## src/sv/ecc_pkg.sv

```systemverilog
package ecc_pkg;

	// Shaft geometry.
	localparam int MAX_FLOORS  = 16;
	localparam int FLOOR_UNITS = 4;

	// Field and register widths.
	localparam int FLOOR_W    = $clog2(MAX_FLOORS);
	localparam int TOP_W      = 4;
	localparam int SPEED_W    = 3;
	localparam int TICK_W     = 8;
	localparam int POS_W      = 6;
	localparam int ARITH_W    = 8;
	localparam int EST_W      = 9;
	localparam int CFG_IDX_W  = 3;
	localparam int CFG_DATA_W = 8;

	// Divider by car speed: one quotient bit per cycle.
	localparam int DIV_W     = POS_W;
	localparam int DIV_CNT_W = $clog2(DIV_W);

	// Car state codes.
	localparam logic [2:0] CAR_IDLE    = 3'd0;
	localparam logic [2:0] CAR_MOVING  = 3'd1;
	localparam logic [2:0] CAR_OPENING = 3'd2;
	localparam logic [2:0] CAR_OPEN    = 3'd3;
	localparam logic [2:0] CAR_CLOSING = 3'd4;
	localparam logic [2:0] CAR_WAIT    = 3'd5;

	// Direction codes.
	localparam logic [1:0] HEADING_NONE = 2'd0;
	localparam logic [1:0] HEADING_UP   = 2'd1;
	localparam logic [1:0] HEADING_DOWN = 2'd2;

	// Configuration register indexes.
	localparam logic [CFG_IDX_W-1:0] CFG_TOP_FLOOR     = 3'd0;
	localparam logic [CFG_IDX_W-1:0] CFG_CAR_SPEED     = 3'd1;
	localparam logic [CFG_IDX_W-1:0] CFG_OPENING_TICKS = 3'd2;
	localparam logic [CFG_IDX_W-1:0] CFG_OPEN_TICKS    = 3'd3;
	localparam logic [CFG_IDX_W-1:0] CFG_CLOSING_TICKS = 3'd4;
	localparam logic [CFG_IDX_W-1:0] CFG_WAIT_TICKS    = 3'd5;

	// Commands from the sequencer to the datapath.
	typedef struct packed {
		logic accept;
		logic scan_clear;
		logic scan_step;
		logic step;
		logic div_start_t;
		logic div_start_l;
		logic div_step;
		logic load_out;
	} ecc_cmd_t;

	// Status from the datapath to the sequencer.
	typedef struct packed {
		logic scan_last;
		logic div_last;
	} ecc_sts_t;

endpackage

```

## src/sv/ecc_datapath.sv

```systemverilog
module ecc_datapath import ecc_pkg::*; (
	input  logic                    clk,
	input  logic                    arst_n,
	input  ecc_cmd_t                cmd,
	output ecc_sts_t                sts,
	input  logic                    cfg_write,
	input  logic [CFG_IDX_W-1:0]    cfg_index,
	input  logic [CFG_DATA_W-1:0]   cfg_data,
	input  logic                    request_valid,
	input  logic [3:0]              request_floor,
	input  logic [3:0]              query_floor,
	output logic [2:0]              car_state,
	output logic [1:0]              car_direction,
	output logic [POS_W-1:0]        car_position,
	output logic signed [EST_W-1:0] service_estimate
);

	// Shaft position of a floor.
	function automatic logic [ARITH_W-1:0] floor_pos(input logic [FLOOR_W-1:0] f);
		floor_pos = ARITH_W'(f * FLOOR_UNITS);
	endfunction

	// Configuration registers.
	logic [TOP_W-1:0]   top_floor_q;
	logic [SPEED_W-1:0] car_speed_q;
	logic [TICK_W-1:0]  opening_ticks_q;
	logic [TICK_W-1:0]  open_ticks_q;
	logic [TICK_W-1:0]  closing_ticks_q;
	logic [TICK_W-1:0]  wait_ticks_q;

	// Car state.
	logic [MAX_FLOORS-1:0] marks_q;
	logic [POS_W-1:0]      pos_q;
	logic [1:0]            dir_q;
	logic [2:0]            state_q;
	logic [TICK_W-1:0]     timer_q;
	logic [3:0]            query_q;

	// Scan accumulators.
	logic [FLOOR_W-1:0] scan_f_q;
	logic               up_found_q, dn_found_q, hi_found_q, lo_found_q;
	logic [FLOOR_W-1:0] up_f_q, dn_f_q, hi_f_q, lo_f_q;

	// Divider and estimate terms.
	logic [SPEED_W:0]    div_rem_q;
	logic [DIV_W-1:0]    div_quo_q;
	logic [DIV_CNT_W-1:0] div_cnt_q;
	logic [DIV_W-1:0]    tmag_q;
	logic                d_neg_q, d_pos_q;

	logic [FLOOR_W-1:0] eff_top;
	logic [SPEED_W-1:0] eff_speed;
	logic [ARITH_W-1:0] pos_ext;
	logic [ARITH_W-1:0] lim;

	assign eff_top   = (top_floor_q > TOP_W'(MAX_FLOORS - 1)) ? FLOOR_W'(MAX_FLOORS - 1)
	                                                          : FLOOR_W'(top_floor_q);
	assign eff_speed = (car_speed_q == '0) ? SPEED_W'(1) : car_speed_q;
	assign pos_ext   = ARITH_W'(pos_q);
	assign lim       = floor_pos(eff_top);

	// Configuration writes.
	always_ff @(posedge clk or negedge arst_n) begin
		if (!arst_n) begin
			top_floor_q     <= TOP_W'(15);
			car_speed_q     <= SPEED_W'(1);
			opening_ticks_q <= TICK_W'(2);
			open_ticks_q    <= TICK_W'(5);
			closing_ticks_q <= TICK_W'(2);
			wait_ticks_q    <= TICK_W'(2);
		end else if (cfg_write) begin
			unique case (cfg_index)
				CFG_TOP_FLOOR:     top_floor_q     <= cfg_data[TOP_W-1:0];
				CFG_CAR_SPEED:     car_speed_q     <= cfg_data[SPEED_W-1:0];
				CFG_OPENING_TICKS: opening_ticks_q <= cfg_data;
				CFG_OPEN_TICKS:    open_ticks_q    <= cfg_data;
				CFG_CLOSING_TICKS: closing_ticks_q <= cfg_data;
				CFG_WAIT_TICKS:    wait_ticks_q    <= cfg_data;
				default: ;
			endcase
		end
	end

	// One floor of the stop scan per cycle.
	logic               scan_mark;
	logic [ARITH_W-1:0] scan_pos;

	assign scan_pos  = floor_pos(scan_f_q);
	assign scan_mark = marks_q[scan_f_q] && (scan_f_q <= eff_top);

	assign sts.scan_last = (scan_f_q == FLOOR_W'(MAX_FLOORS - 1));

	always_ff @(posedge clk or negedge arst_n) begin
		if (!arst_n) begin
			scan_f_q   <= '0;
			up_found_q <= 1'b0;
			dn_found_q <= 1'b0;
			hi_found_q <= 1'b0;
			lo_found_q <= 1'b0;
		end else if (cmd.scan_clear) begin
			scan_f_q   <= '0;
			up_found_q <= 1'b0;
			dn_found_q <= 1'b0;
			hi_found_q <= 1'b0;
			lo_found_q <= 1'b0;
		end else if (cmd.scan_step) begin
			scan_f_q <= scan_f_q + FLOOR_W'(1);
			// Lowest mark at or above the car.
			if (scan_mark && scan_pos >= pos_ext && !up_found_q) begin
				up_found_q <= 1'b1;
			end
			// Highest mark at or below the car.
			if (scan_mark && scan_pos <= pos_ext) begin
				dn_found_q <= 1'b1;
			end
			// Highest mark strictly above the car.
			if (scan_mark && scan_pos > pos_ext) begin
				hi_found_q <= 1'b1;
			end
			// Lowest mark strictly below the car.
			if (scan_mark && scan_pos < pos_ext && !lo_found_q) begin
				lo_found_q <= 1'b1;
			end
		end
	end

	// Floor numbers found by the scan.
	always_ff @(posedge clk) begin
		if (cmd.scan_step) begin
			if (scan_mark && scan_pos >= pos_ext && !up_found_q) begin
				up_f_q <= scan_f_q;
			end
			if (scan_mark && scan_pos <= pos_ext) begin
				dn_f_q <= scan_f_q;
			end
			if (scan_mark && scan_pos > pos_ext) begin
				hi_f_q <= scan_f_q;
			end
			if (scan_mark && scan_pos < pos_ext && !lo_found_q) begin
				lo_f_q <= scan_f_q;
			end
		end
	end

	// Tick step of the car state machine, using the scan taken before it.
	logic [TICK_W-1:0]  t1;
	logic               chosen_found;
	logic [ARITH_W-1:0] chosen_pos;
	logic [1:0]         head_dir;
	logic [FLOOR_W-1:0] pos_floor;
	logic               at_marked;
	logic [ARITH_W-1:0] pos_up, pos_dn, pos_raw;
	logic [POS_W-1:0]   pos_moved;
	logic               keep_dir;
	logic [2:0]         state_n;
	logic [1:0]         dir_n;
	logic [POS_W-1:0]   pos_n;
	logic [TICK_W-1:0]  timer_n;
	logic               clear_mark;

	assign t1           = timer_q + TICK_W'(1);
	assign chosen_found = dn_found_q || up_found_q;
	assign chosen_pos   = dn_found_q ? floor_pos(dn_f_q) : floor_pos(up_f_q);
	assign head_dir     = (chosen_pos > pos_ext) ? HEADING_UP :
	                      (chosen_pos < pos_ext) ? HEADING_DOWN : dir_q;
	assign pos_floor    = FLOOR_W'(pos_q / FLOOR_UNITS);
	assign at_marked    = ((pos_q % FLOOR_UNITS) == 0) && (pos_floor <= eff_top) &&
	                      marks_q[pos_floor];
	assign keep_dir     = (dir_q == HEADING_UP && up_found_q) ||
	                      (dir_q == HEADING_DOWN && dn_found_q);

	// Move by the speed, held inside the shaft.
	assign pos_up    = pos_ext + ARITH_W'(eff_speed);
	assign pos_dn    = (pos_ext < ARITH_W'(eff_speed)) ? '0 : pos_ext - ARITH_W'(eff_speed);
	assign pos_raw   = (dir_q == HEADING_UP) ? pos_up : pos_dn;
	assign pos_moved = (pos_raw > lim) ? lim[POS_W-1:0] : pos_raw[POS_W-1:0];

	always_comb begin
		state_n    = state_q;
		dir_n      = dir_q;
		pos_n      = pos_q;
		timer_n    = t1;
		clear_mark = 1'b0;
		unique case (state_q)
			CAR_IDLE: begin
				if (chosen_found) begin
					state_n = CAR_MOVING;
					timer_n = '0;
					dir_n   = head_dir;
				end
			end
			CAR_MOVING: begin
				if (at_marked) begin
					clear_mark = 1'b1;
					state_n    = CAR_OPENING;
					timer_n    = '0;
				end else if (dir_q == HEADING_UP || dir_q == HEADING_DOWN) begin
					pos_n = pos_moved;
				end
			end
			CAR_OPENING: begin
				if (t1 == opening_ticks_q) begin
					state_n = CAR_OPEN;
					timer_n = '0;
				end
			end
			CAR_OPEN: begin
				if (t1 == open_ticks_q) begin
					state_n = CAR_CLOSING;
					timer_n = '0;
				end
			end
			CAR_CLOSING: begin
				if (t1 == closing_ticks_q) begin
					state_n = CAR_WAIT;
					timer_n = '0;
				end
			end
			CAR_WAIT: begin
				if (t1 == wait_ticks_q) begin
					timer_n = '0;
					if (chosen_found) begin
						state_n = CAR_MOVING;
						if (!keep_dir) begin
							dir_n = head_dir;
						end
					end else begin
						state_n = CAR_IDLE;
						dir_n   = HEADING_NONE;
					end
				end
			end
			default: begin
				// Unused codes fall back to idle.
				state_n = CAR_IDLE;
				dir_n   = HEADING_NONE;
				timer_n = '0;
			end
		endcase
	end

	// Car state registers and stop marks.
	always_ff @(posedge clk or negedge arst_n) begin
		if (!arst_n) begin
			marks_q <= '0;
			pos_q   <= '0;
			dir_q   <= HEADING_NONE;
			state_q <= CAR_IDLE;
			timer_q <= '0;
		end else begin
			if (cmd.accept && request_valid && (FLOOR_W'(request_floor) <= eff_top)) begin
				marks_q[FLOOR_W'(request_floor)] <= 1'b1;
			end
			if (cmd.step) begin
				if (clear_mark) begin
					marks_q[pos_floor] <= 1'b0;
				end
				pos_q   <= pos_n;
				dir_q   <= dir_n;
				state_q <= state_n;
				timer_q <= timer_n;
			end
		end
	end

	always_ff @(posedge clk) begin
		if (cmd.accept) begin
			query_q <= query_floor;
		end
	end

	// Estimate terms after the step: query distance and last-stop distance.
	logic signed [ARITH_W-1:0] d;
	logic [DIV_W-1:0]          d_mag;
	logic [DIV_W-1:0]          lsd;

	assign d     = $signed(floor_pos(FLOOR_W'(query_q))) - $signed(pos_ext);
	assign d_mag = (d < 0) ? DIV_W'(-d) : DIV_W'(d);

	always_comb begin
		lsd = '0;
		if (state_q != CAR_IDLE) begin
			if (dir_q == HEADING_UP && hi_found_q) begin
				lsd = DIV_W'(floor_pos(hi_f_q) - pos_ext);
			end else if (dir_q == HEADING_DOWN && lo_found_q) begin
				lsd = DIV_W'(pos_ext - floor_pos(lo_f_q));
			end
		end
	end

	// Restoring divider by the car speed.
	logic [SPEED_W:0] div_shift;
	logic             div_fit;

	assign div_shift    = {div_rem_q[SPEED_W-1:0], div_quo_q[DIV_W-1]};
	assign div_fit      = div_shift >= {1'b0, eff_speed};
	assign sts.div_last = (div_cnt_q == DIV_CNT_W'(DIV_W - 1));

	always_ff @(posedge clk or negedge arst_n) begin
		if (!arst_n) begin
			div_cnt_q <= '0;
		end else if (cmd.div_start_t || cmd.div_start_l) begin
			div_cnt_q <= '0;
		end else if (cmd.div_step) begin
			div_cnt_q <= div_cnt_q + DIV_CNT_W'(1);
		end
	end

	always_ff @(posedge clk) begin
		if (cmd.div_start_t) begin
			div_rem_q <= '0;
			div_quo_q <= d_mag;
			d_neg_q   <= (d < 0);
			d_pos_q   <= (d > 0);
		end else if (cmd.div_start_l) begin
			tmag_q    <= div_quo_q;
			div_rem_q <= '0;
			div_quo_q <= lsd;
		end else if (cmd.div_step) begin
			div_rem_q <= div_fit ? (div_shift - {1'b0, eff_speed}) : div_shift;
			div_quo_q <= {div_quo_q[DIV_W-2:0], div_fit};
		end
	end

	// Final estimate and the result register.
	logic signed [EST_W-1:0] t_s;
	logic signed [EST_W-1:0] lq2;
	logic                    easy;
	logic signed [EST_W-1:0] est;

	assign t_s  = d_neg_q ? -$signed(EST_W'(tmag_q)) : $signed(EST_W'(tmag_q));
	assign lq2  = $signed(EST_W'({div_quo_q, 1'b0}));
	assign easy = (state_q == CAR_IDLE) || (d_pos_q && dir_q == HEADING_UP) ||
	              (d_neg_q && dir_q == HEADING_DOWN);
	assign est  = easy ? -t_s : (lq2 + t_s);

	always_ff @(posedge clk) begin
		if (cmd.load_out) begin
			car_state        <= state_q;
			car_direction    <= dir_q;
			car_position     <= pos_q;
			service_estimate <= est;
		end
	end

endmodule

```

## src/sv/ecc_ctrl.sv

```systemverilog
module ecc_ctrl import ecc_pkg::*; (
	input  logic     clk,
	input  logic     arst_n,
	input  logic     in_valid,
	output logic     in_ready,
	output logic     out_valid,
	input  logic     out_ready,
	input  ecc_sts_t sts,
	output ecc_cmd_t cmd
);

	localparam logic [3:0] SQ_IDLE      = 4'd0;
	localparam logic [3:0] SQ_SCAN_PRE  = 4'd1;
	localparam logic [3:0] SQ_STEP      = 4'd2;
	localparam logic [3:0] SQ_SCAN_POST = 4'd3;
	localparam logic [3:0] SQ_PREP_T    = 4'd4;
	localparam logic [3:0] SQ_DIV_T     = 4'd5;
	localparam logic [3:0] SQ_PREP_L    = 4'd6;
	localparam logic [3:0] SQ_DIV_L     = 4'd7;
	localparam logic [3:0] SQ_LOAD      = 4'd8;

	logic [3:0] sq_q, sq_n;
	logic       out_valid_q;
	logic       out_free;

	assign in_ready  = (sq_q == SQ_IDLE);
	assign out_valid = out_valid_q;
	assign out_free  = !out_valid_q || out_ready;

	// Sequencer for one tick: scan, step, scan, two divisions, result load.
	always_comb begin
		sq_n = sq_q;
		cmd  = '0;
		unique case (sq_q)
			SQ_IDLE: begin
				if (in_valid) begin
					cmd.accept     = 1'b1;
					cmd.scan_clear = 1'b1;
					sq_n           = SQ_SCAN_PRE;
				end
			end
			SQ_SCAN_PRE: begin
				cmd.scan_step = 1'b1;
				if (sts.scan_last) begin
					sq_n = SQ_STEP;
				end
			end
			SQ_STEP: begin
				cmd.step       = 1'b1;
				cmd.scan_clear = 1'b1;
				sq_n           = SQ_SCAN_POST;
			end
			SQ_SCAN_POST: begin
				cmd.scan_step = 1'b1;
				if (sts.scan_last) begin
					sq_n = SQ_PREP_T;
				end
			end
			SQ_PREP_T: begin
				cmd.div_start_t = 1'b1;
				sq_n            = SQ_DIV_T;
			end
			SQ_DIV_T: begin
				cmd.div_step = 1'b1;
				if (sts.div_last) begin
					sq_n = SQ_PREP_L;
				end
			end
			SQ_PREP_L: begin
				cmd.div_start_l = 1'b1;
				sq_n            = SQ_DIV_L;
			end
			SQ_DIV_L: begin
				cmd.div_step = 1'b1;
				if (sts.div_last) begin
					sq_n = SQ_LOAD;
				end
			end
			SQ_LOAD: begin
				// The finished result waits here for a free output register.
				if (out_free) begin
					cmd.load_out = 1'b1;
					sq_n         = SQ_IDLE;
				end
			end
			default: begin
				sq_n = SQ_IDLE;
			end
		endcase
	end

	always_ff @(posedge clk or negedge arst_n) begin
		if (!arst_n) begin
			sq_q        <= SQ_IDLE;
			out_valid_q <= 1'b0;
		end else begin
			sq_q <= sq_n;
			if (cmd.load_out) begin
				out_valid_q <= 1'b1;
			end else if (out_ready) begin
				out_valid_q <= 1'b0;
			end
		end
	end

endmodule

```

## src/sv/elevator_car_controller.sv

```systemverilog
// Lift car controller: one input transfer is one simulation tick of the car.
// Input channel (in_valid/in_ready): request_valid/request_floor optionally
// mark a stop, query_floor selects the call floor for the service estimate.
// Output channel (out_valid/out_ready): state, direction and position after
// the tick, and the signed service estimate for the queried floor.
// Configuration: cfg_write with cfg_index/cfg_data sets one register per
// cycle; write only while no tick is in flight.
// Per tick: a stop scan over all floors before the step, the step itself, a
// second scan after it, and two divisions by the car speed on one shared
// divider (one quotient bit per cycle, one setup state each), then a load
// state. A new tick is accepted only once the last one has been loaded.
// A finished result sits in an output register; the next tick is taken while
// it waits. If the receiver stalls, the following tick holds in its load
// cycle until the output register frees.
// Reset clears the stop marks, puts the car idle at the ground floor with no
// direction and a zero timer, and restores the register defaults.
module elevator_car_controller import ecc_pkg::*; (
	input  logic                    clk,
	input  logic                    arst_n,
	input  logic                    cfg_write,
	input  logic [CFG_IDX_W-1:0]    cfg_index,
	input  logic [CFG_DATA_W-1:0]   cfg_data,
	input  logic                    in_valid,
	output logic                    in_ready,
	input  logic                    request_valid,
	input  logic [3:0]              request_floor,
	input  logic [3:0]              query_floor,
	output logic                    out_valid,
	input  logic                    out_ready,
	output logic [2:0]              car_state,
	output logic [1:0]              car_direction,
	output logic [POS_W-1:0]        car_position,
	output logic signed [EST_W-1:0] service_estimate
);

	ecc_cmd_t cmd;
	ecc_sts_t sts;

	ecc_ctrl u_ctrl (
		.clk       (clk),
		.arst_n    (arst_n),
		.in_valid  (in_valid),
		.in_ready  (in_ready),
		.out_valid (out_valid),
		.out_ready (out_ready),
		.sts       (sts),
		.cmd       (cmd)
	);

	ecc_datapath u_datapath (
		.clk              (clk),
		.arst_n           (arst_n),
		.cmd              (cmd),
		.sts              (sts),
		.cfg_write        (cfg_write),
		.cfg_index        (cfg_index),
		.cfg_data         (cfg_data),
		.request_valid    (request_valid),
		.request_floor    (request_floor),
		.query_floor      (query_floor),
		.car_state        (car_state),
		.car_direction    (car_direction),
		.car_position     (car_position),
		.service_estimate (service_estimate)
	);

	// At most one major command is issued in any cycle.
	a_cmd_exclusive: assert property (@(posedge clk) disable iff (!arst_n)
		$onehot0({cmd.accept, cmd.step, cmd.div_start_t, cmd.div_start_l, cmd.load_out}))
		else $error("sequencer issued overlapping commands");

	// A transfer in closes the input channel for the next cycle.
	a_accept_busy: assert property (@(posedge clk) disable iff (!arst_n)
		(in_valid && in_ready) |=> !in_ready)
		else $error("input ready while a tick is in flight");

	// Loading a result always presents it on the output channel.
	a_load_shows: assert property (@(posedge clk) disable iff (!arst_n)
		cmd.load_out |=> out_valid)
		else $error("result loaded but not presented");

	// A result is only loaded when the output register is free.
	a_load_free: assert property (@(posedge clk) disable iff (!arst_n)
		cmd.load_out |-> (!out_valid || out_ready))
		else $error("result overwrote a pending transfer");

endmodule
```

## config.mk

```make
export PLATFORM = sky130hd
export DESIGN_NAME = elevator_car_controller
export DESIGN_NICKNAME = d
export VERILOG_FILES = /design/src/sv/ecc_pkg.sv /design/src/sv/ecc_datapath.sv /design/src/sv/ecc_ctrl.sv /design/src/sv/elevator_car_controller.sv
export SDC_FILE = /design/constraint.sdc
export NUM_CORES = 1
export LEC_CHECK = 0
export ABC_AREA = 1
export BUFFER_PORTS_ARGS = -buffer_cell sky130_fd_sc_hd__buf_4
export CORE_MARGIN = 2
export CORE_UTILIZATION = 45
export DETAILED_ROUTE_END_ITERATION = 16
export HOLD_SLACK_MARGIN = 0.1
export MAX_ROUTING_LAYER = met4
export RECOVER_POWER = 100
export SYNTH_ARGS = -nofsm -noshare
export SYNTH_HDL_FRONTEND = slang
export SYNTH_SLANG_ARGS = --single-unit
export TNS_END_PERCENT = 30
```

## constraint.sdc

```tcl
create_clock -name clk -period 8.3 [get_ports clk]
set_input_delay 1.66 -clock clk [delete_from_list [all_inputs] [get_ports clk]]
set_output_delay 1.66 -clock clk [all_outputs]
set_load 0.1 [all_outputs]
```

==> flow_metrics.env, run 1 <==
export IMPL_status="finished, violations left"
export IMPL_violations="max-capacitance violations, max-slew violations"
export IMPL_post_place_ws_ns=5.139
export IMPL_placed_area_um2=10010
export IMPL_synth_seq_cells=147
export IMPL_hold_class="flip-flop to flip-flop"
export IMPL_grt_usage_pct=22.58
export IMPL_p_leak_uw=0.005050
export IMPL_worst_r2r_endpoint="u_datapath.div_quo_q[4]"
export IMPL_post_route_util_pct=51.44
export IMPL_syn_area_um2=9393
export IMPL_fillerInstances=2001
export IMPL_grt_first_pass_wirelength_mm=38.02
export IMPL_grt_pass1_vias=7577
export IMPL_die_area_um2=22040
export IMPL_path_max_fanout=4
export IMPL_synth_top_flop_cell="dfrtp_1"
export IMPL_grt_max_degree=70
export IMPL_critPathCapture="in_ready"
export IMPL_drc=0
export IMPL_dp_cells=1501
export IMPL_nets=1338
export IMPL_drv_slew=21
export IMPL_startpoint_type="flip-flop"
export IMPL_place_congestion=0.8900
export IMPL_maxCapViolCount=1
export IMPL_cts_buffer_depth=2
export IMPL_rsz0062_at_grt="no"
export IMPL_tightest_slew_ns=1.858
export IMPL_post_cts_buffers=0
export IMPL_finalWorstSetupSlack_ns=4.512
export IMPL_drt_total_wl_mm=22.77
export IMPL_pwr_density_cell_nw_per_um2=338.3
export IMPL_regToRegSetupSlack_ns=4.71
export IMPL_antenna_found_initial=0
export IMPL_final_common_cell="nand2_1"
export IMPL_finalCritPeriodShare_pct=45.63
export IMPL_finalHoldViolations=0
export IMPL_critPathKind="flip-flop to output port"
export IMPL_synth_seq_area_share_pct=42.01
export IMPL_die_h_um=148.5
export IMPL_clk_pin_slew_ns=0.06
export IMPL_maxSlewHeadroom_pct=-24.36
export IMPL_overflow=0
export IMPL_ant_nets=0
export IMPL_vias=7901
export IMPL_root_buffer="clkbuf_16"
export IMPL_design_area_um2=10480
export IMPL_cts_sinks=147
export IMPL_arrival_ns=2.13
export IMPL_cts_htree_levels=4
export IMPL_portBuffers=46
export IMPL_setup_violations=0
export IMPL_crit_start="u_ctrl.sq_q[3]"
export IMPL_syn_avg_cell_area_um2=7.827
export IMPL_area_growth_pct=11.52
export IMPL_crit_path_end_kind="output port"
export IMPL_drive_gt1_share_pct=7.680
export IMPL_reg2regPathDepth=10
export IMPL_start_util_pct=46.12
export IMPL_first_pass_iters=5
export IMPL_insertion_delay_ns=0.44
export IMPL_via_per_inst=5.154
export IMPL_synth_cell_types=53
export IMPL_cp_required_ns=6.64
export IMPL_async_reset_ff_share_pct=61.22
export IMPL_final_cell_mix="nand2_1, inv_1, nor2_1, o21ai_0, nand3_1"
export IMPL_num_rows=52
export IMPL_cts_buffers=17
export IMPL_dieWidth_um=148.5
export IMPL_diodes=0
export IMPL_yosysWarnings=0
export IMPL_max_freq_ghz=0.2640
export IMPL_tns_ns=0
export IMPL_skew_ns=0.01193
export IMPL_dp_final_hpwl_mm=16.96
export IMPL_routedWlPerCell_um=14.85
export IMPL_coreArea_um2=20360
export IMPL_syn_nets=1288
export IMPL_netlist_instances=1200
export IMPL_r2r_start="u_datapath.pos_q[3]"
export IMPL_drtIter0Drc=559
export IMPL_cts_tree="done"
export IMPL_holdPathStages=2
export IMPL_ios=47
export IMPL_finalCriticalPeriod_ns=3.788
export IMPL_cts_resized_gates=0
export IMPL_ir_worst_vdd_v=0.0001373
export IMPL_hold_buffers=0
export IMPL_synth_edf_count=54
export IMPL_final_cells=1533
-- cell type report --
class	instances	area, um^2	share of cell area, %
clock buffer	19	442.9	4.228
clock inverter	13	147.6	1.409
inverter	176	663.1	6.331
multi-input combinational	860	4674	44.63
sequential	147	3946	37.67
tap	270	337.8	3.225
timing repair buffer	48	262.8	2.508
-- worst max-delay path, cell delays in order (launching register included) --
cell,delay [ns]
dfrtp_1,0.41
nor2_1,0.16
inv_1,0.11
nor2_2,0.13
clkbuf_1,0.88
-- cells by family after synthesis --
logic type / synth area share, %
simple gates: 26.28
compound gates: 12.22
buf+inv: 7.993
flops: 42.01
fa+ha+maj: 8.792
xor+xnor: 2.704
-- layer usage --
| layer | up-vias | global-route usage (%) | wire length (um) |
|---|---|---|---|
| met5 | - | - | 0 |
| met4 | 0 | 6.333 | 394 |
| met3 | 28 | 3.742 | 834 |
| met2 | 139 | 36.69 | 10720 |
| met1 | 3710 | 29.40 | 10820 |
| li1 | 4024 | - | - |
-- worst min path at each step --
stage	startpoint	end	slack (ns)
2_1_floorplan	u_datapath.div_rem_q[2]	u_datapath.div_rem_q[2]	0.43
3_3_place_gp	u_datapath.div_rem_q[2]	u_datapath.div_rem_q[2]	0.46
3_5_place_dp	u_datapath.div_rem_q[2]	u_datapath.div_rem_q[2]	0.47
4_1_cts	u_datapath.div_rem_q[2]	u_datapath.div_rem_q[2]	0.48
5_1_grt	u_datapath.tmag_q[0]	u_datapath.service_estimate[0]	0.50
6_report	u_datapath.div_rem_q[2]	u_datapath.div_rem_q[2]	0.48
-- sequential cells by signal, summed over array words and instances, names as in the netlist, 6 cells and up --
| register | cells |
|---|---|
| u_datapath.timer_q | 8 |
| u_datapath.closing_ticks_q | 8 |
| u_datapath.tmag_q | 6 |
| u_datapath.service_estimate | 9 |
| u_datapath.open_ticks_q | 8 |
| u_datapath.car_position | 6 |
| u_datapath.pos_q | 6 |
| u_datapath.wait_ticks_q | 8 |
| u_datapath.opening_ticks_q | 8 |
| u_datapath.marks_q | 16 |
| u_datapath.div_quo_q | 6 |
-- through the flow --
step                power [uW]  hold slack (ns)
floorplan                 2375           0.4289
global placement          2760           0.4598
detailed placement        2783           0.4668
CTS                       3584           0.4812
global route              3869           0.4972
finish                    3543           0.4820
-- synthesized netlist by cell type (5+ instances only) --
cell type / number / share of area, %
a21oi_1: 38 / 2.0
buf_4: 5 / 0.40
clkbuf_1: 8 / 0.32
dfrtp_1: 80 / 21
dfstp_2: 10 / 2.8
edfxtp_1: 54 / 17
fa_1: 5 / 1.1
ha_1: 58 / 7.7
inv_1: 168 / 6.7
inv_2: 7 / 0.28
nand2_1: 306 / 12
nand2_2: 11 / 0.73
nand2_4: 5 / 0.60
nand3_1: 86 / 4.6
nand3b_1: 5 / 0.40
nand4_1: 10 / 0.67
nor2_1: 123 / 4.9
nor2_2: 6 / 0.40
o211ai_1: 8 / 0.64
o21a_1: 9 / 0.72
o21ai_0: 99 / 5.3
o22a_1: 5 / 0.47
o22ai_1: 5 / 0.33
o31ai_1: 6 / 0.48
xnor2_1: 13 / 1.2
xor2_1: 16 / 1.5
-- power by group --
part | leakage, uW | total [uW] | switching [uW] | internal (uW)
logic | 0.00309 | 1600 | 1040 | 559
clock network | 0.000290 | 784 | 328 | 456
registers | 0.00167 | 1160 | 197 | 962
total | 0.00505 | 3540 | 1570 | 1980
Power figures use the tool's default switching activity.
==> inputs of run 2 (changes only) <==
--- a/config.mk
+++ b/config.mk
@@ -5,7 +5,7 @@
 export SDC_FILE = /design/constraint.sdc
 export NUM_CORES = 1
 export LEC_CHECK = 0
-export ABC_AREA = 1
+export ABC_AREA = 0
 export BUFFER_PORTS_ARGS = -buffer_cell sky130_fd_sc_hd__buf_4
 export CORE_MARGIN = 2
 export CORE_UTILIZATION = 45
==> constraint.sdc (replaced) <==
create_clock -name clk -period 3.1 [get_ports clk]
set_input_delay 0.62 -clock clk [delete_from_list [all_inputs] [get_ports clk]]
set_output_delay 0.62 -clock clk [all_outputs]
set_load 0.1 [all_outputs]
==> flow_metrics.env, run 2 <==
export IMPL_tightest_slew_ns=2.236
export IMPL_cp_required_ns=3.41
export IMPL_vias=6762
export IMPL_pwr_density_cell_nw_per_um2=780.1
export IMPL_ios=47
export IMPL_async_reset_ff_share_pct=61.22
export IMPL_crit_start="u_datapath.car_speed_q[0]"
export IMPL_seqPwrFrac_pct=36.6
export IMPL_coreArea_um2=19530
export IMPL_portBuffers=46
export IMPL_ant_nets=0
export IMPL_antenna_found_initial=0
export IMPL_synth_seq_area_share_pct=44.03
export IMPL_yosysTopAreaCellShare_pct=22.34
export IMPL_startpoint_type="flip-flop"
export IMPL_cts_buffers=17
export IMPL_final_common_cell="dfrtp_1"
export IMPL_r2r_start="u_datapath.car_speed_q[0]"
export IMPL_crit_path_end_kind="flip-flop"
export IMPL_synth_cell_types=78
export IMPL_routedWlPerCell_um=17.51
export IMPL_place_congestion=0.8966
export IMPL_synth_edf_count=54
export IMPL_skew_ns=0.01299
export IMPL_grt_max_degree=54
export IMPL_top_register="u_datapath.marks_q"
export IMPL_path_max_fanout=3
export IMPL_p_leak_uw=0.004358
export IMPL_clk_pin_slew_ns=0.07
export IMPL_critPathKind="flip-flop to flip-flop"
export IMPL_drt_total_wl_mm=21.52
export IMPL_dieWidth_um=145.1
export IMPL_nets=1039
export IMPL_start_util_pct=45.90
export IMPL_synth_seq_cells=147
export IMPL_syn_nets=944
export IMPL_maxCapViolCount=1
export IMPL_grt_usage_pct=21.78
export IMPL_p_switching_uw=2962
export IMPL_drtIter0Drc=553
export IMPL_critPathMaxStageDelay_ns=0.36
export IMPL_finalCriticalPeriod_ns=3.329
export IMPL_cts_tree="done"
export IMPL_rsz0062_at_grt="yes"
export IMPL_hold_path_end="u_datapath.query_q[3]"
export IMPL_via_per_inst=5.502
export IMPL_die_h_um=145.1
export IMPL_largest_reg_flops=16
export IMPL_syn_area_um2=8962
export IMPL_hold_class="input pin to flip-flop"
export IMPL_hold_buffers=0
export IMPL_switching_share_pct=36.13
export IMPL_cts_htree_levels=4
export IMPL_diodes=0
export IMPL_drv_slew=39
export IMPL_dp_final_hpwl_mm=15.99
export IMPL_violations="max-capacitance violations, max-slew violations, negative setup slack"
export IMPL_final_cell_mix="dfrtp_1, nand2_1, buf_4, a21oi_1, ha_1"
export IMPL_overflow=0
export IMPL_finalHoldViolations=0
export IMPL_finalCritPeriodShare_pct=107.4
export IMPL_drc=0
export IMPL_pwr_share_comb_pct=38.3
export IMPL_regToRegSetupSlack_ns=-0.23
export IMPL_post_place_ws_ns=-0.3639
export IMPL_cts_sinks=147
export IMPL_top_regs="u_datapath.marks_q (16), u_datapath.service_estimate (9)"
export IMPL_maxSlewHeadroom_pct=-49.09
export IMPL_holdPathStages=1
export IMPL_num_rows=51
export IMPL_reg2regPathDepth=17
export IMPL_yosysWarnings=0
export IMPL_insertion_delay_ns=0.43
export IMPL_yosys_top_cells_count="dfrtp_1, nand2_1, a21oi_1, ha_1, edfxtp_1"
export IMPL_synth_largest_area_cell="dfrtp_1"
export IMPL_ir_worst_vdd_v=0.0004051
export IMPL_finalWorstSetupSlack_ns=-0.2289
export IMPL_status="finished, violations left"
export IMPL_root_buffer="clkbuf_16"
export IMPL_ys_top_cells_by_area="dfrtp_1, edfxtp_1, ha_1"
export IMPL_grt_first_pass_wirelength_mm=35.20
export IMPL_drive_gt1_share_pct=19.61
export IMPL_synth_top_flop_cell="dfrtp_1"
export IMPL_p_clk_share_pct=25.1
export IMPL_syn_avg_cell_area_um2=10.47
export IMPL_cts_buffer_depth=2
export IMPL_slowest_stage="dfstp_2"
export IMPL_yosysMostFrequentCell="dfrtp_1"
export IMPL_max_freq_ghz=0.3004
export IMPL_area_growth_pct=17.26
export IMPL_worst_r2r_endpoint="u_datapath.pos_q[5]"
export IMPL_arrival_ns=3.64
export IMPL_fin_hold_ws_ns=0.3921
export IMPL_first_pass_iters=5
export IMPL_min_from="query_floor[3]"
export IMPL_die_area_um2=21060
export IMPL_path_cells="o21bai_4 -> ha_4 -> fa_2 -> nor2b_1 -> o211ai_1 -> nand2_1 -> xnor2_1 -> nor2_1 -> ha_1 -> o21a_1 -> o21a_1 -> o22ai_2 -> o211ai_1 -> buf_4 -> buf_6 -> mux2i_1 -> o21ai_1"
export IMPL_grt_pass1_vias=6776
export IMPL_setup_violations=6
export IMPL_p_int_uw=5236
export IMPL_netlist_instances=856
## run 2: worst max-delay path: cells and delay by family, from the launching register on
kind / cells / cell delay, ns
buffers and inverters: 2 / 0.29
xor gates and xnor gates: 1 / 0.13
AOI/OAI and AO/OA: 7 / 1.09
adders and majority gates: 3 / 0.78
and+or+nand+nor: 3 / 0.40
DFF: 1 / 0.36
muxes: 1 / 0.16
## run 2: cell families (layout without fill, tap and decap cells)
group,count (synthesis),count (layout),synth area share [%]
simple gates,242,242,13.44
compound gates,198,198,14.00
flops,147,147,44.03
buf+inv,78,186,3.476
xor+xnor,73,73,7.986
fa+ha+maj,63,63,9.214
mux,55,55,7.846
## run 2: power by group through the flow
stage,registers (uW),logic [uW],clock network [uW]
after floorplan,2890,2330,0
final,3000,3140,2060
after CTS,3010,3150,2090
after global placement,3030,3020,0
after global routing,3070,3530,2170
after detailed placement,3040,3070,0
## run 2: layout make-up
type	instances	area [um^2]
fillers	1842	9017
flip-flops and latches	147	3946
clock inverters	9	93.84
clock buffers	23	490.5
multi-input cells	631	4780
well taps	265	331.6
repair buffers	111	705.7
inverters	43	161.4
## run 2: metrics by stage
step | std cells | utilization, % | power [uW] | area, um^2 | setup TNS (ns)
floorplan | 856 | - | 5217 | 8977 | -0.3855
finish | 1229 | 53.82 | 8198 | 10510 | -1.131
global placement | 1191 | 51.04 | 6055 | 9966 | -0.8369
detailed placement | 1191 | 51.04 | 6119 | 9966 | -1.798
global route | 1229 | 53.82 | 8771 | 10510 | -3.678
CTS | 1229 | 54.43 | 8255 | 10630 | -0.9547
## run 2: what timing repair did
action / in CTS / in global routing
endpoints found under the setup margin: 6 / 8
buffers inserted: 6 / 0
pin swaps: 7 / 8
gates resized for setup: 10 / 11
## run 2: routing by layer
layer  vias up  GRT usage (%)  part of all wire (%)
met5         -              -                     0
met4         0          6.765                   1.7
met3        34          3.553                   3.8
met2       149          34.14                    47
met1      3287          29.26                    47
li1       3292              -                     -
## run 2: worst max-delay path by stage
stage / endpoint / slack [ns]
after global routing: u_datapath.pos_q[2] / -0.41
after floorplan: u_datapath.pos_q[0] / -0.16
after global placement: u_datapath.pos_q[1] / -0.20
after CTS: u_datapath.pos_q[0] / -0.17
after detailed placement: u_datapath.pos_q[0] / -0.36
final: u_datapath.pos_q[5] / -0.23
